**config.mk**
```make
export PLATFORM = sky130hd
export DESIGN_NAME = thr_ctrl
export DESIGN_NICKNAME = d
export VERILOG_FILES = /design/src/rtl/thr_pkg.sv /design/src/rtl/thr_ctrl.sv
export SDC_FILE = /design/constraint.sdc
export NUM_CORES = 1
export LEC_CHECK = 0
export BUFFER_PORTS_ARGS = -buffer_cell sky130_fd_sc_hd__clkbuf_2
export CAP_MARGIN = 20
export CORE_UTILIZATION = 45
export CTS_CLUSTER_DIAMETER = 40
export DETAILED_ROUTE_END_ITERATION = 12
export GPL_TIMING_DRIVEN = 0
export PLACE_DENSITY = 0.72
export SLEW_MARGIN = 40
export SYNTH_ARGS = -nofsm -noshare
export SYNTH_HDL_FRONTEND = slang
export SYNTH_SLANG_ARGS = --single-unit
```
**constraint.sdc**
```tcl
create_clock -name clk -period 4.6 [get_ports clk]
set_input_delay 0.46 -clock clk [delete_from_list [all_inputs] [get_ports clk]]
set_output_delay 0.46 -clock clk [all_outputs]
set_load 0.02 [all_outputs]
```
**src/rtl/thr_pkg.sv**
```systemverilog
// shared types and constants for the telemetry history ring
// no dependencies; used by thr_ctrl and telemetry_history_ring by scoped name
`default_nettype none

package thr_pkg;

  localparam int RING_DEPTH_DEF  = 256;
  localparam int FRAME_WIDTH_DEF = 32;

  localparam int CAP_CFG_W  = 9;
  localparam int KIND_W     = 2;
  localparam int FRAME_IN_W = 32;
  localparam int TIME_W     = 48;
  localparam int CNT_W      = 32;
  localparam int IDX_W      = 8;
  localparam int ERRK_W     = 2;
  localparam int CODE_W     = 32;

  localparam int IN_DATA_W  = 120;
  localparam int OUT_DATA_W = 256;

  // item kinds
  localparam logic [KIND_W-1:0] KIND_ADD   = 2'd0;
  localparam logic [KIND_W-1:0] KIND_PARSE = 2'd1;
  localparam logic [KIND_W-1:0] KIND_LINK  = 2'd2;
  localparam logic [KIND_W-1:0] KIND_READ  = 2'd3;

  // last error record
  localparam logic [ERRK_W-1:0] ERR_NONE  = 2'd0;
  localparam logic [ERRK_W-1:0] ERR_PARSE = 2'd1;
  localparam logic [ERRK_W-1:0] ERR_LINK  = 2'd2;

  // counters as seen after an item has been applied
  typedef struct packed {
    logic [CAP_CFG_W-1:0] fill_count;
    logic [CNT_W-1:0]     accepted_total;
    logic [CNT_W-1:0]     parse_error_total;
    logic [CNT_W-1:0]     link_error_total;
    logic [ERRK_W-1:0]    last_error_kind;
    logic [CODE_W-1:0]    last_error_code;
  } status_t;

endpackage

`default_nettype wire

```
**src/rtl/thr_ctrl.sv**
```systemverilog
// ring control: capacity, write pointer, fill count, counters and error record
// computes store addresses for add and read items; depends on thr_pkg
`default_nettype none

module thr_ctrl #(
  parameter int RING_DEPTH = thr_pkg::RING_DEPTH_DEF,
  parameter int PTR_W      = 8
) (
  input  wire logic                         clk,
  input  wire logic                         rst_n,
  input  wire logic                         item_acc,
  input  wire logic [thr_pkg::KIND_W-1:0]   item_kind,
  input  wire logic [thr_pkg::CODE_W-1:0]   item_err_code,
  input  wire logic [thr_pkg::IDX_W-1:0]    item_rd_idx,
  input  wire logic                         cfg_we,
  input  wire logic [thr_pkg::CAP_CFG_W-1:0] cfg_value,
  output      logic                         wr_en,
  output      logic [PTR_W-1:0]             wr_addr,
  output      logic [thr_pkg::CNT_W-1:0]    wr_seq,
  output      logic                         rd_en,
  output      logic [PTR_W-1:0]             rd_addr,
  output      logic                         rd_hit,
  output      thr_pkg::status_t             stat_nxt
);

  localparam int CAP_W = $clog2(RING_DEPTH + 1);
  localparam int PW1   = PTR_W + 1;
  localparam int SUM_W = ((PTR_W > thr_pkg::IDX_W) ? PTR_W : thr_pkg::IDX_W) + 1;

  logic [CAP_W-1:0]                cap_r, cap_nxt;
  logic [CAP_W-1:0]                count_r, count_nxt;
  logic [PTR_W-1:0]                wptr_r, wptr_nxt;
  logic [thr_pkg::CNT_W-1:0]       stamp_r, stamp_nxt;
  logic [thr_pkg::CNT_W-1:0]       acc_cnt_r, acc_cnt_nxt;
  logic [thr_pkg::CNT_W-1:0]       parse_cnt_r, parse_cnt_nxt;
  logic [thr_pkg::CNT_W-1:0]       link_cnt_r, link_cnt_nxt;
  logic [thr_pkg::ERRK_W-1:0]      ekind_r, ekind_nxt;
  logic [thr_pkg::CODE_W-1:0]      ecode_r, ecode_nxt;

  logic [PW1-1:0]   wptr_inc;
  logic [PTR_W-1:0] oldest;
  logic [SUM_W-1:0] rd_sum;
  logic [SUM_W-1:0] rd_slot;
  logic [31:0]      cap_clamp;
  logic             is_add;
  logic             is_read;

  assign is_add  = item_acc && (item_kind == thr_pkg::KIND_ADD);
  assign is_read = item_acc && (item_kind == thr_pkg::KIND_READ);

  // the pointer always stays below capacity, so the slot is the pointer itself
  assign wptr_inc = PW1'(wptr_r) + PW1'(1);

  // for an index below the fill count, oldest + index stays below twice the capacity
  assign oldest  = (count_r >= cap_r) ? wptr_r : '0;
  assign rd_sum  = SUM_W'(oldest) + SUM_W'(item_rd_idx);
  assign rd_slot = (rd_sum >= SUM_W'(cap_r)) ? (rd_sum - SUM_W'(cap_r)) : rd_sum;
  assign rd_hit  = SUM_W'(item_rd_idx) < SUM_W'(count_r);

  assign wr_en   = is_add;
  assign wr_addr = wptr_r;
  assign wr_seq  = stamp_r;
  assign rd_en   = is_read && rd_hit;
  assign rd_addr = rd_slot[PTR_W-1:0];

  always_comb begin
    if (cfg_value == '0) begin
      cap_clamp = 32'd1;
    end else if (32'(cfg_value) > 32'(RING_DEPTH)) begin
      cap_clamp = 32'(RING_DEPTH);
    end else begin
      cap_clamp = 32'(cfg_value);
    end
  end

  always_comb begin
    cap_nxt       = cap_r;
    count_nxt     = count_r;
    wptr_nxt      = wptr_r;
    stamp_nxt     = stamp_r;
    acc_cnt_nxt   = acc_cnt_r;
    parse_cnt_nxt = parse_cnt_r;
    link_cnt_nxt  = link_cnt_r;
    ekind_nxt     = ekind_r;
    ecode_nxt     = ecode_r;
    if (item_acc) begin
      case (item_kind)
        thr_pkg::KIND_ADD: begin
          stamp_nxt   = stamp_r + 1'b1;
          acc_cnt_nxt = acc_cnt_r + 1'b1;
          wptr_nxt    = (wptr_inc == PW1'(cap_r)) ? '0 : wptr_inc[PTR_W-1:0];
          if (count_r < cap_r) begin
            count_nxt = count_r + 1'b1;
          end
          ekind_nxt = thr_pkg::ERR_NONE;
          ecode_nxt = '0;
        end
        thr_pkg::KIND_PARSE: begin
          parse_cnt_nxt = parse_cnt_r + 1'b1;
          ekind_nxt     = thr_pkg::ERR_PARSE;
          ecode_nxt     = item_err_code;
        end
        thr_pkg::KIND_LINK: begin
          link_cnt_nxt = link_cnt_r + 1'b1;
          ekind_nxt    = thr_pkg::ERR_LINK;
          ecode_nxt    = item_err_code;
        end
        default: begin
        end
      endcase
    end
    // capacity only changes while the ring is empty
    if (cfg_we && (count_r == '0)) begin
      cap_nxt  = CAP_W'(cap_clamp);
      wptr_nxt = '0;
    end
  end

  always_comb begin
    stat_nxt.fill_count        = thr_pkg::CAP_CFG_W'(count_nxt);
    stat_nxt.accepted_total    = acc_cnt_nxt;
    stat_nxt.parse_error_total = parse_cnt_nxt;
    stat_nxt.link_error_total  = link_cnt_nxt;
    stat_nxt.last_error_kind   = ekind_nxt;
    stat_nxt.last_error_code   = ecode_nxt;
  end

  always_ff @(posedge clk) begin
    if (!rst_n) begin
      cap_r       <= CAP_W'(RING_DEPTH);
      count_r     <= '0;
      wptr_r      <= '0;
      stamp_r     <= '0;
      acc_cnt_r   <= '0;
      parse_cnt_r <= '0;
      link_cnt_r  <= '0;
      ekind_r     <= thr_pkg::ERR_NONE;
      ecode_r     <= '0;
    end else begin
      cap_r       <= cap_nxt;
      count_r     <= count_nxt;
      wptr_r      <= wptr_nxt;
      stamp_r     <= stamp_nxt;
      acc_cnt_r   <= acc_cnt_nxt;
      parse_cnt_r <= parse_cnt_nxt;
      link_cnt_r  <= link_cnt_nxt;
      ekind_r     <= ekind_nxt;
      ecode_r     <= ecode_nxt;
    end
  end

  a_count_le_cap: assert property (@(posedge clk) disable iff (!rst_n)
    count_r <= cap_r)
    else $error("fill count above capacity");

  a_cap_range: assert property (@(posedge clk) disable iff (!rst_n)
    (cap_r != '0) && (32'(cap_r) <= 32'(RING_DEPTH)))
    else $error("capacity out of range");

  a_ptr_tracks_fill: assert property (@(posedge clk) disable iff (!rst_n)
    (count_r < cap_r) |-> (CAP_W'(wptr_r) == count_r))
    else $error("write pointer does not match fill count before wrap");

  a_stamp_eq_adds: assert property (@(posedge clk) disable iff (!rst_n)
    stamp_r == acc_cnt_r)
    else $error("sequence stamp and add counter diverged");

endmodule

`default_nettype wire

```
==> impl_metrics.toml, run 1 <==
[clock_network]
cts_buffers = 17
cts_hold_buf = 0
cts_tree = "done"
clkSlewWorstSetupHoldPaths_ps = 80
clock_path_buffers = 2
clock-root-buffer = "clkbuf_16"
clock_latency_ps = 440
htreeDepth = 4
clkSinkCount = 188

[power]
power.density_mw_per_mm2 = 280.6
switchingPower_uw = 936.4
combPwrFrac_pct = 11.0
power_frac_seq_pct = 47.8
ir_drop_uv = 201.5
p_clk_share_pct = 41.2
swShare_pct = 27.03
p_leak_nw = 5.537
internal-power_mw = 2.528

[detailed_routing]
drt_iter0_drc = 427
drt_wl_total_um = 25770
antenna_left = 0
drc = 0
post_drt_via_cell_ratio = 5.152
routedWlPerCell_um = 15.06
drt-pass1-iter-count = 5
vias = 8815

[worst_setup_path]
crit_path_end_kind = "output port"
cp.arrival_ps = 4810
rr_endpoint = "wr_addr[6]"
worst_r2r_path_depth = 7
r2r_start = "wr_addr[0]"
startpoint_type = "flip-flop"
ff2ff_setup_slack_ps = 1660
crit_type = "reg2out"
cp.required_ps = 4140
worstPathMaxFanout = 8

[timing]
clock_skew_ps = 19.37
period_minus_slack_ps = 5267
setup_viol = 8
slew_viol_final = 0
worst_slack_ps = -667.5
fin_crit_sh_pct = 114.5
max_freq_mhz = 189.8
finalHoldViolCount = 0
fin_tns_setup_ps = -5206
holdWs_ps = 278.7
worst_pin_slew_ps = 746.4
slew_headroom_pct = 49.86
rsz0062_at_grt = "true"

[yosys]
async_reset_ff_share_pct = 0
synth-edff-count = 0
synth_warnings = 0
ys_seq_area_share_pct = 38.46
synth_cell_types = 53
synthFlopType = "dfxtp_1"
syn_nets = 1245
syn_inst = 1143
synth-seq-cells = 188
avgSynthCellArea_sq_um = 8.561
netlist_area_sq_mm = 0.009786

[global_route]
grt_use_total_pct = 22.86
grt_max_degree = 19
busiest_layer = "met2"
grt_use_met3_pct = 6.250
use_met2_pct = 37.34
grt_overflow = 0
grt_use_met1_pct = 28.61
grt_pass1_vias = 8227
grt_pass1_wl_um = 40490
antenna_found_initial = 0

[place]
gp_congestion = 0.9184
dpl-instance-area_sq_mm = 0.01142
dpl.hpwl_um = 19720
io_buffers = 242

[outcome]
status = "complete, but fails checks"
violations = "setup timing"

[job]
drv_cap = 0

[floorplanning]
fp-row-count = 53
start_util_pct = 46.26
coreArea_sq_mm = 0.02115
io_pins = 245
die_area_sq_mm = 0.02234
die_x_um = 149.5
die_h_um = 149.5

[min_path]
hold_path.class = "in2reg"
holdPathEnd = "cap_r[6]"
worstHoldStart = "cfg_value[6]"
holdPathStages = 2

[cells_and_area]
synthToLayoutAreaGrowth_pct = 26.20
final_nets = 1526
antennaDiodeCount = 0
drive_gt1_share_pct = 25.63
postLayoutCellArea_sq_mm = 0.01235
-- per-layer routing --
metal	share of wire [%]	wire length, um
met2	47	12000
met4	2.7	697
met3	6.2	1591
met1	45	11470
met5	0	0
-- state kept, by name, indices dropped and copies added (netlist names) --
| signal | flops |
|---|---|
| acc_cnt_r | 32 |
| ecode_r | 32 |
| link_cnt_r | 32 |
| parse_cnt_r | 32 |
| wr_seq | 32 |
| cap_r | 9 |
| count_r | 9 |
| wr_addr | 8 |
| ekind_r | 2 |
-- power groups by stage --
stage	Sequential (mW)	Combinational (mW)	Clock, mW
after global placement	1.70	0.339	0
after detailed placement	1.70	0.343	0
after floorplan	1.69	0.225	0
after CTS	1.66	0.364	1.46
after global routing	1.66	0.416	1.53
final	1.66	0.380	1.43
-- per-stage QoR --
stage | worst slack (ps) | total power [mW] | std cells | util [%]
after detailed placement | -587.8 | 2.039 | 1660 | 54.01
after CTS | -697.0 | 3.479 | 1706 | 57.72
after global placement | -498.3 | 2.035 | 1660 | 53.98
after global routing | -885.5 | 3.603 | 1711 | 58.38
final | -667.5 | 3.465 | 1711 | 58.38
after floorplan | 0.2762 | 1.919 | 1143 | -
-- what timing repair did --
| action | in CTS | in global routing |
|---|---|---|
| endpoints found under the setup margin | 8 | 8 |
| buffers inserted | 15 | 5 |
| pin swaps | 16 | 13 |
| gates resized for setup | 23 | 37 |
-- cell usage after synthesis (4+ instances only) --
cell type / count / area [sq um]
ha_1: 45 / 563.0
mux2_2: 11 / 123.9
o21ai_0: 47 / 235.2
or3_1: 7 / 43.79
nor4_1: 13 / 81.33
o21a_1: 5 / 37.54
xor2_1: 47 / 411.6
nand3_1: 58 / 290.3
a22o_1: 7 / 61.31
nand2_1: 154 / 578.1
buf_2: 5 / 25.02
o211ai_1: 4 / 30.03
nand2b_1: 8 / 50.05
inv_1: 31 / 116.4
a21oi_1: 22 / 110.1
and2_1: 147 / 919.6
nor2b_1: 5 / 31.28
or4_1: 7 / 52.55
a21o_1: 9 / 67.56
and4_1: 13 / 113.9
mux2i_1: 8 / 80.08
and3_1: 22 / 137.6
nor2_1: 61 / 229.0
nand4_1: 33 / 206.5
dfxtp_1: 188 / 3764
xnor2_1: 92 / 805.8
clkbuf_1: 31 / 116.4
nor3_1: 16 / 80.08
-- worst max-delay path: stages, from the launching register on --
cell and delay, ps:
dfxtp_4 380, ha_4 240, a21o_1 150, a21o_1 170, a21o_1 200, a21oi_2 120
nand2_2 110, buf_4 160, buf_4 130, and2_1 170, ha_1 340, nor4_1 320
a21oi_1 70, nand2_1 90, xnor2_1 150, ha_1 340, nand4_1 140, nor3_2 50
a211o_1 250, a31oi_4 180, buf_12 160, mux2_4 310, buf_8 130
-- layout make-up --
cell class | count | area [sq um]
Buffer | 39 | 152.6
Clock buffer | 18 | 439.2
Clock inverter | 13 | 131.4
Sequential cell | 188 | 3785
Multi-Input combinational cell | 883 | 5939
Tap cell | 275 | 344.1
Fill cell | 1921 | 8805
Timing Repair Buffer | 262 | 1431
Inverter | 33 | 126.4
-- worst max path at each step --
stage,slack [ps],startpoint,end
after floorplan,0.3,cap_r[6],rd_addr[1]
after global placement,-500,cap_r[1],rd_addr[7]
after detailed placement,-590,cap_r[1],rd_addr[7]
after CTS,-700,cap_r[1],rd_addr[7]
after global routing,-890,count_r[6],rd_addr[7]
final,-670,count_r[6],rd_addr[7]
-- cell families (layout without fill, tap and decap cells) --
kind of cell | after synthesis | after routing | share of synthesized area (%)
compound gates | 111 | 111 | 6.956
buf+inv | 72 | 365 | 2.826
mux | 19 | 19 | 2.084
simple gates | 564 | 564 | 30.57
fa+ha+maj | 47 | 47 | 6.163
xor+xnor | 142 | 142 | 12.94
flops | 188 | 188 | 38.46
-- layout by cell type (no fill, tap or decap), drive strengths merged, types with 4 or more instances in the layout --
master and count:
and4 13, a21o 9, o21ai 47, nor2b 5, buf 36, ha 45
xnor2 92, nand2 154, nor2 64, or4 9, dfxtp 188, clkbuf 283
inv 38, mux2 11, o211ai 4, nor4 14, nand4 34, xor2 50
mux2i 8, and2 147, o21a 5, a21oi 22, nor3 16, and3 22
or3 7, a22o 7, nand2b 8, nand3 60, clkinv 7
No activity file was read; power rests on OpenSTA's default activity.
==> inputs of run 2 (changes only) <==
--- a/config.mk
+++ b/config.mk
@@ -11,7 +11,7 @@
 export CTS_CLUSTER_DIAMETER = 40
 export DETAILED_ROUTE_END_ITERATION = 12
 export GPL_TIMING_DRIVEN = 0
-export PLACE_DENSITY = 0.72
+export PLACE_DENSITY_LB_ADDON = 0.08
 export SLEW_MARGIN = 40
 export SYNTH_ARGS = -nofsm -noshare
 export SYNTH_HDL_FRONTEND = slang
==> run 2 against run 1 <==
  * The flow still finishes with violations (setup timing)
  * Critical path depth stayed put
  * Die area stayed put
  * First-iteration DRC count is 39% lower
  * Largest cell class unchanged
  * Global-route usage is 0.34 points higher
  * Clock skew is 5.8 ps lower
  * Setup slack worse by 7.1 ps
==> impl_metrics.toml, run 2 (synthesis gave the netlist of run 1 again) <==
[clock_network]
htreeDepth = 4
cts_tree = "done"
clock_latency_ps = 440
cts_buffers = 17
clkSinkCount = 188
clkSlewWorstSetupHoldPaths_ps = 80
clock_path_buffers = 2
clock-root-buffer = "clkbuf_16"

[worst_setup_path]
crit_path_end_kind = "output port"
startpoint_type = "flip-flop"
cp.arrival_ps = 4810
worstPathMaxFanout = 7
cp.required_ps = 4140
crit_type = "reg2out"

[global_route]
antenna_found_initial = 0
grt_max_degree = 19
grt_pass1_vias = 8170
grt_pass1_wl_um = 40980
grt_use_total_pct = 23.20
grt_overflow = 0

[floorplanning]
fp-row-count = 53
coreArea_sq_mm = 0.02115
die_area_sq_mm = 0.02234
die_x_um = 149.5
die_h_um = 149.5
io_pins = 245
start_util_pct = 46.26

[detailed_routing]
drt_wl_total_um = 25560
post_drt_via_cell_ratio = 5.024
routedWlPerCell_um = 14.93
drt_iter0_drc = 261
vias = 8601
drt-pass1-iter-count = 4
drc = 0
antenna_left = 0

[power]
ir_drop_uv = 205.6
p_leak_nw = 5.566
power.density_mw_per_mm2 = 288.8

[timing]
worst_pin_slew_ps = 737.8
worst_slack_ps = -674.6
holdWs_ps = 257.4
rsz0062_at_grt = "true"
max_freq_mhz = 189.6
slew_headroom_pct = 50.44
fin_crit_sh_pct = 114.7
finalHoldViolCount = 0
setup_viol = 8
period_minus_slack_ps = 5275
fin_tns_setup_ps = -5277
clock_skew_ps = 13.52
slew_viol_final = 0

[cells_and_area]
final_common_cell = "clkbuf_2"
synthToLayoutAreaGrowth_pct = 26.77
antennaDiodeCount = 0
final_cell_mix = "clkbuf_2 (235), dfxtp_1 (180), nand2_1 (152), and2_1 (146), xnor2_1 (91)"
drive_gt1_share_pct = 25.40
final_core_util_pct = 58.64
fill_cells = 1968
final_nets = 1526

[place]
dpl.hpwl_um = 19430
gp_congestion = 0.8296
io_buffers = 242

[outcome]
violations = "setup timing"
status = "complete, but fails checks"

[min_path]
hold_path.class = "in2reg"

[job]
drv_cap = 0
==> run 2: path summary, 6_finish.rpt <==
path                                   start  slack, ps  depth (start not counted)         end
worst max-delay path                cap_r[0]       -670                         22  rd_addr[6]
worst min-delay path            cfg_value[5]        260                          2    cap_r[5]
worst max register to register    wr_addr[0]       1810                          7  wr_addr[6]
worst min register to register    wr_seq[29]        500                          2  wr_seq[29]
==> run 2: what timing repair did <==
item | in CTS | in global routing
endpoints found under the setup margin | 8 | 8
pin swaps | 16 | 13
gates cloned | 0 | 0
setup buffers | 16 | 4
hold buffers | 0 | 0
resized for setup | 28 | 29
==> run 2: per-stage QoR <==
step	instances	total power, mW	setup slack [ps]	area [sq um]
2_1_floorplan	1143	1.919	0.2762	9863
3_3_place_gp	1660	2.037	-543.7	11420
3_5_place_dp	1660	2.038	-646.6	11430
4_1_cts	1708	3.606	-717.4	12280
5_1_grt	1712	3.728	-898.0	12410
6_report	1712	3.583	-674.6	12410
==> run 2: power by group <==
| group | total, mW | switching, mW | leakage, nW | internal (mW) |
|---|---|---|---|---|
| combinational | 0.378 | 0.225 | 3.74 | 0.153 |
| clock | 1.55 | 0.706 | 0.305 | 0.840 |
| sequential | 1.66 | 0.0127 | 1.52 | 1.65 |
| total | 3.58 | 0.944 | 5.57 | 2.64 |
==> run 2: routing by layer <==
metal  vias up  track usage, %  routed length, um
met1      3926           29.91              11760
met5         -               0                  0
met4         0           5.918                322
li1       4431               -                  -
met2       220           37.41              11640
met3        24           7.134               1840
==> run 2: worst max-delay path, cell delays in order (launching register included) <==
cell	delay, ps
dfxtp_1	470
ha_1	240
nor2b_4	40
o21a_1	190
o21ai_2	140
a211o_1	180
nand2_2	90
buf_4	140
buf_4	130
and2_1	160
ha_1	360
o21ai_0	160
a21oi_1	190
nand2_1	90
xnor2_1	210
ha_1	340
nand4_1	120
nor3_1	50
a211o_1	250
a31oi_4	200
buf_12	170
mux2_4	310
buf_8	130
==> run 2: cell type report <==
class	count	area [sq um]	share of cell area (%)
Buffer	39	152.6	1.230
Clock buffer	18	439.2	3.540
Clock inverter	14	172.7	1.392
Inverter	33	133.9	1.079
Multi-Input combinational cell	883	5953	47.99
Sequential cell	188	3781	30.48
Tap cell	275	344.1	2.774
Timing Repair Buffer	262	1429	11.52
==> inputs of run 3 (changes only) <==
--- a/config.mk
+++ b/config.mk
@@ -5,6 +5,7 @@
 export SDC_FILE = /design/constraint.sdc
 export NUM_CORES = 1
 export LEC_CHECK = 0
+export ABC_AREA = 1
 export BUFFER_PORTS_ARGS = -buffer_cell sky130_fd_sc_hd__clkbuf_2
 export CAP_MARGIN = 20
 export CORE_UTILIZATION = 45
@@ -12,6 +13,7 @@
 export DETAILED_ROUTE_END_ITERATION = 12
 export GPL_TIMING_DRIVEN = 0
 export PLACE_DENSITY_LB_ADDON = 0.08
+export RECOVER_POWER = 50
 export SLEW_MARGIN = 40
 export SYNTH_ARGS = -nofsm -noshare
 export SYNTH_HDL_FRONTEND = slang
==> constraint.sdc (replaced) <==
create_clock -name clk -period 4.6 [get_ports clk]
set_input_delay 0.92 -clock clk [delete_from_list [all_inputs] [get_ports clk]]
set_output_delay 0.92 -clock clk [all_outputs]
set_load 0.02 [all_outputs]
==> run 3 against run 2 <==
  * The run still ends with setup timing left
  * Utilization down 0.32 points
  * Non-clock buffer count up 5
  * Global-route usage increased by 2.9 points
  * Flip-flop and latch count did not move
  * Routed wire length is 27% higher
  * Die area rose by 13%
  * Via count rose by 33%
  * Clock skew up 1.0 ps
  * Cell count is 34% higher
  * Setup slack improved by 79 ps
  * Highest routed layer unchanged
==> impl_metrics.toml, run 3 <==
[min_path]
hold_path.class = "reg2reg"
worstHoldStart = "ecode_r[12]"
holdPathEnd = "ecode_r[12]"
holdPathStages = 2

[timing]
worst_slack_ps = -595.4
slew_viol_final = 0
finalHoldViolCount = 0
holdWs_ps = 474.0
period_minus_slack_ps = 5195
slew_headroom_pct = 49.17
fin_crit_sh_pct = 112.9
setup_viol = 8
clock_skew_ps = 14.57
rsz0062_at_grt = "true"
max_freq_mhz = 192.5
worst_pin_slew_ps = 762.5

[worst_setup_path]
startpoint_type = "flip-flop"
rr_endpoint = "count_r[0]"
worst_r2r_path_depth = 10
cp.arrival_ps = 4280
ff2ff_setup_slack_ps = 2440
crit_type = "reg2out"
cp.required_ps = 3680
r2r_start = "cap_r[8]"
crit_path_end_kind = "output port"
slowest_stage = "dfxtp_2"
worstPathMaxFanout = 6
max_stage_delay_ps = 360

[yosys]
synth-edff-count = 0
async_reset_ff_share_pct = 0
synth-seq-cells = 188
avgSynthCellArea_sq_um = 6.632
ys_top_cells_by_count = "nand2_1 (417), inv_1 (245), dfxtp_1 (188)"
synth_warnings = 0
synth.most_common_cell = "nand2_1"
syn_nets = 1768
synth_cell_types = 45
netlist_area_sq_mm = 0.01105
synthFlopType = "dfxtp_1"
synth_area_leaders = "dfxtp_1 (34%), nand2_1 (14%), inv_1 (8.3%)"
synth_top_area_share_pct = 34.06
syn_inst = 1666
ys_seq_area_share_pct = 34.06
yosysTopAreaCell = "dfxtp_1"

[detailed_routing]
drt-pass1-iter-count = 5
post_drt_via_cell_ratio = 4.983
routedWlPerCell_um = 14.18
antenna_left = 0
drt_wl_total_um = 32430
drt_iter0_drc = 638
drc = 0
vias = 11400

[floorplanning]
fp-row-count = 56
die_area_sq_mm = 0.02518
die_h_um = 158.7
io_pins = 245
coreArea_sq_mm = 0.02375
start_util_pct = 46.52
die_x_um = 158.7

[global_route]
grt_use_met1_pct = 33.93
use_met2_pct = 42.96
grt_pass1_wl_um = 51290
grt_pass1_vias = 10510
grt_use_met3_pct = 5.498
busiest_layer = "met2"
antenna_found_initial = 0
grt_overflow = 0
grt_use_total_pct = 26.05
grt_max_degree = 19

[clock_network]
clock_latency_ps = 440
clkSinkCount = 188
cts_tree = "done"
clkSlewWorstSetupHoldPaths_ps = 80
clock_path_buffers = 2
cts_buffers = 17
clock-root-buffer = "clkbuf_16"
htreeDepth = 4
cts_hold_buf = 0

[job]
drv_cap = 0

[cells_and_area]
postLayoutCellArea_sq_mm = 0.01385
antennaDiodeCount = 0
final_core_util_pct = 58.33
final_nets = 2058
final_cell_mix = "nand2_1 (400), inv_1 (233), clkbuf_2 (200), nor2_1 (177), dfxtp_1 (176)"
drive_gt1_share_pct = 20.77
fill_cells = 2372
final_common_cell = "nand2_1"
synthToLayoutAreaGrowth_pct = 25.39

[place]
dpl.hpwl_um = 25310
io_buffers = 242
dpl-instance-area_sq_mm = 0.01280
gp_congestion = 0.9042

[outcome]
violations = "setup timing"
status = "complete, but fails checks"

[power]
total_power_mw = 3.584
ir_drop_uv = 185.7
p_leak_nw = 6.468
power.density_mw_per_mm2 = 258.7
-- run 3: changes by cell type after synthesis, sizes merged, moves of 49 or more --
cell,previous run,this run
nand3,60,111
and2,147,7
nor2,64,199
a21oi,22,121
nand2,154,430
inv,32,252
xnor2,92,20
nor3,16,65
-- run 3: worst max path at each step --
stage	end	slack [ps]	startpoint	cells after the start
2_1_floorplan	rd_addr[7]	-20	cap_r[1]	27
3_3_place_gp	rd_addr[0]	-660	cap_r[6]	28
3_5_place_dp	rd_addr[0]	-740	count_r[3]	29
4_1_cts	rd_addr[3]	-640	cap_r[8]	26
5_1_grt	rd_addr[4]	-850	cap_r[8]	27
6_report	rd_addr[4]	-600	cap_r[8]	26
-- run 3: layer usage --
metal	share of wire, %	vias up
met5	0	-
met3	6.6	41
met1	46	5141
li1	-	5903
met4	2.0	0
met2	46	316
-- run 3: metrics by stage --
stage / std cells / TNS (ps) / worst slack [ps]
after floorplan: 1666 / -38.81 / -19.60
after global placement: 2227 / -4563 / -659.6
after detailed placement: 2227 / -5216 / -739.2
after CTS: 2285 / -4854 / -643.1
after global routing: 2288 / -6611 / -848.0
final: 2288 / -4639 / -595.4
-- run 3: worst max-delay path: cells and delay by family, from the launching register on --
kind | cells | cell delay (ps)
compound gates | 9 | 1110
fa+ha+maj | 4 | 980
buf+inv | 6 | 600
simple gates | 6 | 570
flops | 1 | 360
xor+xnor | 1 | 220
-- run 3: kinds of logic (layout without fill, tap and decap cells) --
family	after synthesis	after routing	synth area share [%]
AND/OR/NAND/NOR	885	885	36.09
buffers and inverters	289	592	9.920
AO/OA/AOI/OAI	189	189	9.082
flip-flops	188	188	34.06
XOR/XNOR	68	68	5.390
adder cells (fa/ha/maj)	47	47	5.458
-- run 3: cell type report --
type	count	area [sq um]	area share, %
clock inverters	13	126.4	0.9121
multi-input cells	1189	6525	47.10
clock buffers	19	442.9	3.197
plain buffers	35	142.6	1.030
inverters	254	975.9	7.044
repair buffers	271	1464	10.57
flip-flops and latches	188	3779	27.27
well taps	319	399.1	2.881
-- run 3: repair_timing --
item,CTS,global route
setup buffers,26,3
endpoints found under the setup margin,8,8
pin swaps,28,18
gates resized for setup,73,22
-- run 3: power breakdown --
group	internal (mW)	switching [mW]
combinational	0.171	0.289
clock	0.733	0.729
sequential	1.65	0.0135
